===== src/sv/fts_pkg.sv =====
`timescale 1ns / 1ps
package fts_pkg;
  localparam int unsigned VAL_W = 24;
  localparam int unsigned CNT_W = 32;
  localparam int unsigned CCNT_W = 16;
  localparam int unsigned RANK_W = 6;
  localparam logic [CNT_W-1:0] CNT_MAX = '1;
  localparam logic FUNC_ADD = 1'b0;
  localparam logic FUNC_CLEAR = 1'b1;

  // Request handed to the mean-step divider
  typedef struct packed {
    logic               start;
    logic [VAL_W-1:0]   old;
    logic [VAL_W-1:0]   x;
    logic [CNT_W-1:0]   n;
  } div_req_t;
endpackage


===== src/sv/frame_time_statistics.sv =====
`timescale 1ns / 1ps
// Channel | Dir | Handshake            | Content
// in_     | in  | in_valid/in_ready    | func, sample, critical flag, critical count
// out_    | out | out_valid/out_ready  | statistics plus one top-list rank per beat
// cfg_    | in  | cfg_we               | budget_ms
// An add runs the serial divider for the mean and for the deviation, and a third time
// only for a critical over-budget sample; the walk then reads and writes back each
// visited top-list entry. The first add after reset or a clear only sets the mean
// and count. A clear skips the divider and walks all TOP_COUNT entries. Output
// streams TOP_COUNT beats, stalling on out_ready; in_ready stays low until the last
// beat is taken. Reset clears the top-list memory before in_ready rises.
module frame_time_statistics #(
  parameter int TOP_COUNT = 16
) (
  input  logic        clk,
  input  logic        rst_n,
  input  logic        in_valid,
  output logic        in_ready,
  input  logic        in_func,
  input  logic [23:0] in_sample_ms,
  input  logic        in_in_critical_frame,
  input  logic [15:0] in_critical_frame_count,
  output logic        out_valid,
  input  logic        out_ready,
  output logic [31:0] out_count,
  output logic [23:0] out_mean_ms,
  output logic [23:0] out_mean_abs_dev_ms,
  output logic [23:0] out_max_ms,
  output logic [31:0] out_over_budget,
  output logic [31:0] out_critical_over_budget,
  output logic [23:0] out_critical_mean_ms,
  output logic [5:0]  out_rank,
  output logic [23:0] out_top_value_ms,
  output logic        out_last,
  input  logic        cfg_we,
  input  logic [23:0] cfg_budget_ms
);
  import fts_pkg::*;

  localparam int AW = (TOP_COUNT > 1) ? $clog2(TOP_COUNT) : 1;
  localparam logic [AW:0] TOPN = (AW+1)'(TOP_COUNT);

  typedef enum logic [8:0] {
    S_INIT  = 9'b000000001,
    S_IDLE  = 9'b000000010,
    S_MEAN  = 9'b000000100,
    S_DEV   = 9'b000001000,
    S_CRIT  = 9'b000010000,
    S_WRD   = 9'b000100000,
    S_WWR   = 9'b001000000,
    S_ORD   = 9'b010000000,
    S_OUT   = 9'b100000000
  } state_t;

  state_t            st_r, st_nxt;
  logic [VAL_W-1:0]  top_mem [TOP_COUNT];
  logic [VAL_W-1:0]  rd_q;
  logic              we;
  logic [AW-1:0]     waddr, raddr;
  logic [VAL_W-1:0]  wdata;

  logic [VAL_W-1:0]  budget_r;
  logic [CNT_W-1:0]  cnt_r, cnt_nxt, ovr_r, ovr_nxt, covr_r, covr_nxt;
  logic [VAL_W-1:0]  mean_r, mean_nxt, dev_r, dev_nxt, max_r, max_nxt;
  logic [VAL_W-1:0]  cmean_r, cmean_nxt;
  logic [VAL_W-1:0]  x_r, x_nxt;
  logic              func_r, func_nxt, crit_r, crit_nxt;
  logic [CCNT_W-1:0] cc_r, cc_nxt;
  logic [AW:0]       idx_r, idx_nxt, lim_r, lim_nxt;
  logic              ovalid_r, ovalid_nxt;
  logic [VAL_W-1:0]  otop_r, otop_nxt;
  logic [AW:0]       orank_r, orank_nxt;

  div_req_t          dreq;
  logic              ddone;
  logic [VAL_W-1:0]  dres;
  logic [VAL_W-1:0]  absd;

  fts_mean_step u_div (.clk(clk), .rst_n(rst_n), .req(dreq), .done(ddone), .res(dres));

  // Top-list memory, one write and one registered read
  always_ff @(posedge clk) begin
    if (we) top_mem[waddr] <= wdata;
    rd_q <= top_mem[raddr];
  end

  always_ff @(posedge clk) begin
    if (!rst_n) budget_r <= '0;
    else if (cfg_we) budget_r <= cfg_budget_ms;
  end

  assign absd = (x_r >= dres) ? x_r - dres : dres - x_r;
  // Hold off new beats until the last result beat has left
  assign in_ready = (st_r == S_IDLE) && !ovalid_r;

  always_comb begin
    st_nxt = st_r;
    cnt_nxt = cnt_r; ovr_nxt = ovr_r; covr_nxt = covr_r;
    mean_nxt = mean_r; dev_nxt = dev_r; max_nxt = max_r; cmean_nxt = cmean_r;
    x_nxt = x_r; func_nxt = func_r; crit_nxt = crit_r; cc_nxt = cc_r;
    idx_nxt = idx_r; lim_nxt = lim_r;
    ovalid_nxt = ovalid_r; otop_nxt = otop_r; orank_nxt = orank_r;
    dreq = '0;
    we = 1'b0; waddr = idx_r[AW-1:0]; wdata = '0;
    raddr = idx_r[AW-1:0];
    case (st_r)
      S_INIT: begin
        we = 1'b1;
        idx_nxt = idx_r + 1'b1;
        if (idx_r == TOPN - 1'b1) st_nxt = S_IDLE;
      end
      S_IDLE: begin
        if (in_valid && in_ready) begin
          func_nxt = in_func;
          x_nxt = in_sample_ms;
          crit_nxt = in_in_critical_frame;
          cc_nxt = in_critical_frame_count;
          idx_nxt = '0;
          if (in_func == FUNC_CLEAR) begin
            cnt_nxt = '0; ovr_nxt = '0; covr_nxt = '0;
            mean_nxt = '0; dev_nxt = '0; max_nxt = '0; cmean_nxt = '0;
            lim_nxt = TOPN;
            st_nxt = S_WRD;
          end else if (cnt_r == '0) begin
            cnt_nxt = 32'd1;
            mean_nxt = in_sample_ms;
            dev_nxt = '0;
            max_nxt = '0;
            idx_nxt = '0;
            st_nxt = S_ORD;
          end else begin
            cnt_nxt = (cnt_r == CNT_MAX) ? cnt_r : cnt_r + 1'b1;
            dreq.start = 1'b1;
            dreq.old = mean_r;
            dreq.x = in_sample_ms;
            dreq.n = (cnt_r == CNT_MAX) ? cnt_r : cnt_r + 1'b1;
            st_nxt = S_MEAN;
          end
        end
      end
      S_MEAN: begin
        if (ddone) begin
          mean_nxt = dres;
          dreq.start = 1'b1;
          dreq.old = dev_r;
          dreq.x = absd;
          dreq.n = cnt_r;
          st_nxt = S_DEV;
        end
      end
      S_DEV: begin
        if (ddone) begin
          dev_nxt = dres;
          if (x_r > max_r) max_nxt = x_r;
          lim_nxt = (cnt_r < CNT_W'(TOP_COUNT)) ? cnt_r[AW:0] : TOPN;
          st_nxt = S_WRD;
          if (budget_r != '0 && x_r > budget_r) begin
            ovr_nxt = (ovr_r == CNT_MAX) ? ovr_r : ovr_r + 1'b1;
            if (crit_r) begin
              covr_nxt = (covr_r == CNT_MAX) ? covr_r : covr_r + 1'b1;
              dreq.start = 1'b1;
              dreq.old = cmean_r;
              dreq.x = x_r;
              dreq.n = (cc_r == '0) ? 32'd1 : {16'd0, cc_r};
              st_nxt = S_CRIT;
            end
          end
        end
      end
      S_CRIT: begin
        if (ddone) begin
          cmean_nxt = dres;
          st_nxt = S_WRD;
        end
      end
      // Read an entry for the insertion walk
      S_WRD: begin
        if (idx_r == lim_r) begin
          idx_nxt = '0;
          st_nxt = S_ORD;
        end else begin
          st_nxt = S_WWR;
        end
      end
      // Write back: zero on clear, swap where the carried sample wins
      S_WWR: begin
        if (func_r == FUNC_CLEAR) begin
          we = 1'b1;
        end else if (x_r > rd_q) begin
          we = 1'b1;
          wdata = x_r;
          x_nxt = rd_q;
        end
        idx_nxt = idx_r + 1'b1;
        st_nxt = S_WRD;
      end
      S_ORD: begin
        if (!ovalid_r || out_ready) begin
          ovalid_nxt = 1'b0;
          st_nxt = S_OUT;
        end
      end
      // Present the read entry, then fetch the next rank
      S_OUT: begin
        ovalid_nxt = 1'b1;
        otop_nxt = rd_q;
        orank_nxt = idx_r;
        idx_nxt = idx_r + 1'b1;
        if (idx_r == TOPN - 1'b1) st_nxt = S_IDLE;
        else st_nxt = S_ORD;
      end
      default: st_nxt = S_IDLE;
    endcase
    if (st_r != S_ORD && st_r != S_OUT && ovalid_r && out_ready) ovalid_nxt = 1'b0;
  end

  always_ff @(posedge clk) begin
    if (!rst_n) begin
      st_r <= S_INIT;
      idx_r <= '0;
      ovalid_r <= 1'b0;
      cnt_r <= '0; ovr_r <= '0; covr_r <= '0;
      mean_r <= '0; dev_r <= '0; max_r <= '0; cmean_r <= '0;
    end else begin
      st_r <= st_nxt;
      idx_r <= idx_nxt;
      ovalid_r <= ovalid_nxt;
      cnt_r <= cnt_nxt; ovr_r <= ovr_nxt; covr_r <= covr_nxt;
      mean_r <= mean_nxt; dev_r <= dev_nxt; max_r <= max_nxt; cmean_r <= cmean_nxt;
    end
    x_r <= x_nxt; func_r <= func_nxt; crit_r <= crit_nxt; cc_r <= cc_nxt;
    lim_r <= lim_nxt; otop_r <= otop_nxt; orank_r <= orank_nxt;
  end

  assign out_valid = ovalid_r;
  assign out_count = cnt_r;
  assign out_mean_ms = mean_r;
  assign out_mean_abs_dev_ms = dev_r;
  assign out_max_ms = max_r;
  assign out_over_budget = ovr_r;
  assign out_critical_over_budget = covr_r;
  assign out_critical_mean_ms = cmean_r;
  assign out_rank = RANK_W'(orank_r);
  assign out_top_value_ms = otop_r;
  assign out_last = (orank_r == TOPN - 1'b1);
endmodule


===== src/sv/fts_mean_step.sv =====
`timescale 1ns / 1ps
// Computes old + (x - old) / n, quotient truncated toward zero, one bit a cycle.
module fts_mean_step (
  input  logic              clk,
  input  logic              rst_n,
  input  fts_pkg::div_req_t req,
  output logic              done,
  output logic [23:0]       res
);
  import fts_pkg::*;

  logic              busy_r, busy_nxt;
  logic [5:0]        cnt_r, cnt_nxt;
  logic [VAL_W-1:0]  old_r, old_nxt;
  logic              neg_r, neg_nxt;
  logic [VAL_W-1:0]  quo_r, quo_nxt;
  logic [VAL_W-1:0]  num_r, num_nxt;
  logic [CNT_W:0]    rem_r, rem_nxt;
  logic [CNT_W-1:0]  den_r, den_nxt;
  logic              done_r, done_nxt;
  logic [CNT_W:0]    trial;
  logic [VAL_W-1:0]  mag;

  assign mag = (req.x >= req.old) ? req.x - req.old : req.old - req.x;
  assign trial = {rem_r[CNT_W-1:0], num_r[VAL_W-1]};

  // Restoring division over the 24-bit difference magnitude
  always_comb begin
    busy_nxt = busy_r;
    cnt_nxt  = cnt_r;
    old_nxt  = old_r;
    neg_nxt  = neg_r;
    quo_nxt  = quo_r;
    num_nxt  = num_r;
    rem_nxt  = rem_r;
    den_nxt  = den_r;
    done_nxt = 1'b0;
    if (req.start) begin
      busy_nxt = 1'b1;
      cnt_nxt  = 6'(VAL_W);
      old_nxt  = req.old;
      neg_nxt  = req.x < req.old;
      num_nxt  = mag;
      rem_nxt  = '0;
      quo_nxt  = '0;
      den_nxt  = req.n;
    end else if (busy_r) begin
      num_nxt = {num_r[VAL_W-2:0], 1'b0};
      if (trial >= {1'b0, den_r}) begin
        rem_nxt = trial - {1'b0, den_r};
        quo_nxt = {quo_r[VAL_W-2:0], 1'b1};
      end else begin
        rem_nxt = trial;
        quo_nxt = {quo_r[VAL_W-2:0], 1'b0};
      end
      cnt_nxt = cnt_r - 6'd1;
      if (cnt_r == 6'd1) begin
        busy_nxt = 1'b0;
        done_nxt = 1'b1;
      end
    end
  end

  always_ff @(posedge clk) begin
    if (!rst_n) begin
      busy_r <= 1'b0;
      done_r <= 1'b0;
      cnt_r  <= '0;
    end else begin
      busy_r <= busy_nxt;
      done_r <= done_nxt;
      cnt_r  <= cnt_nxt;
    end
    old_r <= old_nxt;
    neg_r <= neg_nxt;
    quo_r <= quo_nxt;
    num_r <= num_nxt;
    rem_r <= rem_nxt;
    den_r <= den_nxt;
  end

  assign done = done_r;
  assign res  = neg_r ? old_r - quo_r : old_r + quo_r;
endmodule


===== config.mk =====
export PLATFORM = sky130hd
export DESIGN_NAME = frame_time_statistics
export DESIGN_NICKNAME = d
export VERILOG_FILES = /design/src/sv/fts_pkg.sv /design/src/sv/frame_time_statistics.sv /design/src/sv/fts_mean_step.sv
export SDC_FILE = /design/constraint.sdc
export NUM_CORES = 2
export LEC_CHECK = 0
export ABC_AREA = 1
export BUFFER_PORTS_ARGS = -buffer_cell sky130_fd_sc_hd__buf_2
export CORE_ASPECT_RATIO = 0.6
export CORE_MARGIN = 5
export CORE_UTILIZATION = 25
export CTS_CLUSTER_DIAMETER = 40
export DETAILED_ROUTE_END_ITERATION = 10
export GPL_TIMING_DRIVEN = 0
export REMOVE_ABC_BUFFERS = 1
export SLEW_MARGIN = 20
export SYNTH_ARGS = -nofsm -noshare
export SYNTH_HDL_FRONTEND = slang
export SYNTH_SLANG_ARGS = --single-unit

===== constraint.sdc =====
create_clock -name clk -period 13.22 [get_ports clk]
set_input_delay 1.983 -clock clk [delete_from_list [all_inputs] [get_ports clk]]
set_output_delay 1.983 -clock clk [all_outputs]
set_load 0.1 [all_outputs]

Yosys cells after proc, flatten, opt, wreduce, memory -nomap -nowiden
Memory sizes are Yosys's and may differ from the RTL's. A register that Yosys moved wholly into a read port is not among the register bits.
Cells that the tools add are included.
- $add $sub $neg: 12
- order comparisons: 8
- equality and inequality tests: 34
- mux-type cells: 86
- bitwise gates (word level): 2
- reductions and logical operators: 34
- operators with widths (cell ; number):
    81-bit two-way mux ; 7
    24-bit two-way mux ; 22
    32-bit two-way mux ; 13
    81-bit case mux with 3 select lines ; 1
    24-bit case mux with 2 select lines ; 5
    32-bit case mux with 2 select lines ; 2
    24-bit subtractor ; 5
    32-bit by 1-bit adder with 32-bit output, second input constant ; 3
    32-bit equality test, second input constant ; 3
    9-bit case mux with 9 select lines ; 1
    24-bit greater-than comparator ; 3
    9-bit two-way mux ; 6
    24-bit >= comparator ; 2
    5-bit two-way mux ; 8
    33-bit by 32-bit >= comparator with 1-bit output ; 1
    32-bit zero test ; 1
    32-bit by 5-bit less-than comparator with 1-bit output, second input constant ; 1
    8-bit two-way mux ; 4
    32-bit subtractor ; 1
    24-bit adder ; 1
    24-bit less-than comparator ; 1
    24-bit nonzero test ; 1
    2-bit inequality test, second input constant ; 11
    4-bit AND reduction ; 5
    38 further kinds ; 68
- register bits after elaboration: 452
- memory bits (writable): 384
- input bits: 71
- output and inout port bits: 225
- logic and storage cells: 205
- memories: 1
- memories (memory ; words ; bits a word ; read ports ; clocked after memory_dff ; write ports ; RTL line ; RTL):
    top_mem ; 16 ; 24 ; 1 ; 1 ; 1 ; frame_time_statistics.sv:56 ; logic [VAL_W-1:0] top_mem [TOP_COUNT];

Logic depth before layout (Yosys ltp)
- depth in word-level cells: 9
- depth in mapped cells: 55
- mapped depth without buffers: 53

Cells and area by module
From an unflattened synthesis, not the netlist that was laid out.
- cell total of the unflattened synthesis: 6314
- area, all modules: 49326.1 µm²
- by module, submodules not included (module ; instances ; cells each ; area each (µm²) ; sequential area each (µm²)):
    frame_time_statistics ; 1 ; 4302 ; 36281.0 ; 18918.1
    fts_mean_step ; 1 ; 2012 ; 13045.0 ; 3713.6

Worst setup path after synthesis
Ideal clock, no wire load.
- path kind: reg-to-reg
- start point: register u_div.quo_r[0]
- end point: register u_div.num_r[8], data pin
- library setup time: 254 ps
- arrival time: 6492 ps
- required time: 12966 ps
- setup slack: 6473 ps
- stages on the path, launching flop included: 55
- buffers on the path: 4
- period minus slack after synthesis: 6747 ps
- cells stage by stage: dfxtp_1 inv_1 ha_1 inv_1 nor2_1 inv_1 nor2_1 inv_1 nor4_1 nand3_1 nor3_1 nor2_1 xnor2_1 ha_1 nand2_1 inv_1 nand2_1 nand2_1 [... 19 more ...] ha_1 clkbuf_1 nand2_1 o21ai_1 nor2_1 o21ai_0 nand2_1 nand2_1 a21oi_1 nand2_1 buf_2 nand2_1 nand2_1 nand2_1 nand2_1 nand2_1 o21ai_1 inv_1
- cells in the longest elaborated chain, start to end: 9
- elaborated cells on any way between the ends: 14
- classes of those cells: 6 x add/sub; 2 x order compare; 6 x mux
- RTL lines (what ; RTL line ; RTL):
    start: declaration ; fts_mean_step.sv:16 ; logic [VAL_W-1:0] quo_r, quo_nxt;
    start signal: assignment ; fts_mean_step.sv:76 ; quo_r <= quo_nxt;
    24-bit adder / 24-bit subtractor (equally long branches) ; fts_mean_step.sv:83 ; assign res = neg_r ? old_r - quo_r : old_r + quo_r;
    24-bit two-way mux * ; fts_mean_step.sv:83 ;
    24-bit subtractor / 24-bit >= comparator (equally long branches) ; frame_time_statistics.sv:92 ; assign absd = (x_r >= dres) ? x_r - dres : dres - x_r;
    24-bit two-way mux * ; frame_time_statistics.sv:92 ;
    81-bit two-way mux * ; frame_time_statistics.sv:142 ; if (ddone) begin
    81-bit case mux with 3 select lines * ; frame_time_statistics.sv:106 ; case (st_r)
    24-bit subtractor / 24-bit >= comparator (equally long branches) ; fts_mean_step.sv:24 ; assign mag = (req.x >= req.old) ? req.x - req.old : req.old - req.x;
    24-bit two-way mux * ; fts_mean_step.sv:24 ;
    24-bit two-way mux * ; fts_mean_step.sv:38 ; if (req.start) begin
    named net u_div.num_nxt[8] ; fts_mean_step.sv:17 ; logic [VAL_W-1:0] num_r, num_nxt;
    end signal: assignment ; fts_mean_step.sv:77 ; num_r <= num_nxt;
    end: declaration ; fts_mean_step.sv:17 ;
The timed path passes the listed nets; every way through them passes the cells marked *.
A chain may end at the register's enable or synchronous reset.

Worst setup path after layout
- start point: register u_div.neg_r
- end point: register u_div.num_r[23], data pin
- cells in the longest elaborated chain, start to end: 8
- elaborated cells on any way between the ends: 12
- classes of those cells: 4 x add/sub; 2 x order compare; 6 x mux
- RTL lines (what ; RTL line ; RTL):
    start: declaration ; fts_mean_step.sv:15 ; logic neg_r, neg_nxt;
    start signal: assignment ; fts_mean_step.sv:75 ; neg_r <= neg_nxt;
    24-bit two-way mux * ; fts_mean_step.sv:83 ;
    24-bit subtractor / 24-bit >= comparator (equally long branches) ; frame_time_statistics.sv:92 ;
    24-bit two-way mux * ; frame_time_statistics.sv:92 ;
    81-bit two-way mux * ; frame_time_statistics.sv:142 ;
    81-bit case mux with 3 select lines * ; frame_time_statistics.sv:106 ;
    24-bit subtractor / 24-bit >= comparator (equally long branches) ; fts_mean_step.sv:24 ;
    24-bit two-way mux * ; fts_mean_step.sv:24 ;
    24-bit two-way mux * ; fts_mean_step.sv:38 ;
    named net u_div.num_nxt[23] ; fts_mean_step.sv:17 ;
Marks and branches as above.

==> results.toml <==
[placement]
hpwl_um = 143000
gp_congestion = 0.979
portBuffers = 294
detailedPlace.worstSlack_ps = 982

[final_layout]
nets = 6284
multiInputGateArea_mm2 = 0.0220
layout_common_cells = "nand2_1, inv_1, nor2_1, edfxtp_1, o21ai_0"
final_common_cell = "nand2_1"
regArea_mm2 = 0.0226
num-fill-cells = 20200
area_growth_pct = 18.1
drive_gt1_frac = 0.105
fin_util = 0.296

[yosys]
synth_edf_count = 541
yosysUniqueCellTypes = 63
syn-instance-count = 5780
yosys.area.top_type = "edfxtp_1"
ys_ff_latch = 860
synth_top_area_share = 0.341
synth_area_per_cell_um2 = 8.23
ys_seq_area_frac = 0.476
yosysWarningCount = 0
synth_flop_cell = "edfxtp_1"
synth_area_leaders = "edfxtp_1, dfxtp_1, nand2_1"
ys_async_sr_fraction = 0
syn_area_mm2 = 0.0476

[setup_path]
worstPathArrival_ps = 12540
max_stage_delay_ps = 960
critPathCaptureType = "register"
worst_path_max_delay_cell = "edfxtp_1"
regToRegSetupSlack_ps = 1110
cp_common_cell = "nand2_1"
crit_fanout = 29
path_class = "register to register"
cp.required_ps = 13650
cp-start-kind = "register"

[drt]
wl_per_cell_um = 21.9
antenna_left = 0
finalWirelength_um = 189000
drt_iter0_markers = 5247
first_pass_iters = 6
via_per_inst = 5.02
via_count = 43200
post-route-drc-count = 0

[global_routing]
grt_max_degree = 102
grt_pass1_vias = 39200
antenna_found_initial = 25
grtUsageTotal = 0.181
grt_pass1_wl_um = 272000
overflow = 0

[sta]
rsz0062_at_grt = "false"
holdWs_ps = 459
min_period_ps = 12110
tns_ps = 0
slew_headroom = 0.192
tightest_slew_ps = 1210
fin_crit_sh = 0.916
fin_skew_ps = 65.2
finalHoldViolCount = 0
maxSlewViolCount = 0
fin_ws_ps = 1110
setup_viol = 0
max_freq_mhz = 82.6

[clock_tree]
cts_setup_buffers = 0
clkTransAtPathRegs_ps = 70
clk_path_buf_depth = 3
cts_tree = "yes"
cts_hold_buffers = 0
cts_htree_levels = 3
cts_buffers = 99
numClockSinks = 860
cts_root_buf = "clkbuf_16"
worstSkewPairLatency_ps = 730
cts_resized = 0

[floorplanning]
fp.coreArea_mm2 = 0.190
dieArea_mm2 = 0.199
rows = 124
initial_core_util = 0.251
die_h_um = 348
die_x_um = 573
io_pins = 296

[pwr]
ir_drop_mv = 0.108
power_uw = 8830
powerDensity_mw_per_mm2 = 157
power_leakage_uw = 0.0214

[outcome]
status = "completed"

[job]
drv_cap = 0

[hold_path]
min_path_type = "register to register"
[worst paths after layout]
kind,startpoint,endpoint,cells after the start
setup / recovery,u_div.neg_r,u_div.num_r[23],40
hold / removal,idx_r[4],orank_r[4],0
setup reg to reg,u_div.neg_r,u_div.num_r[23],40
hold reg to reg,idx_r[4],orank_r[4],0
[layer usage]
metal / routed length, µm / GRT usage / vias up
met3: 23200 / 0.0545 / 220
met1: 89500 / 0.281 / 20600
met5: 27 / 0 / -
li1: - / - / 20100
met4: 4230 / 0.0412 / 4
met2: 71600 / 0.240 / 2254
[kinds of logic after synthesis]
family / after synthesis / share of synthesized area
other: 1 / 0.0000788
adder cells (fa/ha/maj): 237 / 0.0633
AO/OA/AOI/OAI: 1237 / 0.144
XOR/XNOR: 205 / 0.0377
AND/OR/NAND/NOR: 2366 / 0.208
flip-flops: 860 / 0.476
buffers and inverters: 874 / 0.0711
[registers in the layout, summed over array words and instances (netlist names), 24 cells and up]
name and flops:
out_top_value_ms 24, u_div.quo_r 24, u_div.rem_r 32, u_div.num_r 24, out_mean_abs_dev_ms 24, out_max_ms 24, out_critical_mean_ms 24, budget_r 24
u_div.old_r 24, x_r 24, out_mean_ms 24, top_mem 384, u_div.den_r 32, out_count 32, out_critical_over_budget 32, out_over_budget 32
rd_q 24
[synthesized netlist by cell type (all sizes together) (140+ instances only)]
cell type,instances
clkbuf,193
a21oi,415
nor2,606
inv,610
nand4,145
ha,231
xor2,140
edfxtp,541
dfxtp,319
o21ai,524
nand3,170
nand2,1257
[layout make-up]
cell class | instances | share of cell area
multi-input combinational | 4046 | 0.391
antenna | 7 | 0.000312
clock buffer | 121 | 0.0478
tap | 2520 | 0.0561
timing repair buffer | 350 | 0.0467
clock inverter | 67 | 0.0134
sequential | 860 | 0.403
inverter | 619 | 0.0417
[stage by stage]
| step | area, µm² | std cells |
|---|---|---|
| 3_3_place_gp | 51100 | 8339 |
| 2_1_floorplan | 46500 | 5525 |
| 3_5_place_dp | 52700 | 8394 |
| 5_1_grt | 56200 | 8585 |
| 4_1_cts | 56200 | 8582 |
| 6_report | 56200 | 8590 |
[power by group]
part           switching (µW)  internal [µW]  leakage, µW
sequential                276           3080      0.00687
combinational            1920            658       0.0129
clock                    1300           1600      0.00166
[worst max-delay path: cells and delay by family (launching register included)]
kind                       cells  cell delay (ps)
and+or+nand+nor               18             3840
AOI/OAI and AO/OA             13             3690
buffers and inverters          5             1930
adders and majority gates      3             1220
DFF                            1              960
xor gates and xnor gates       1              140
No activity file was read; power rests on OpenSTA's default activity.
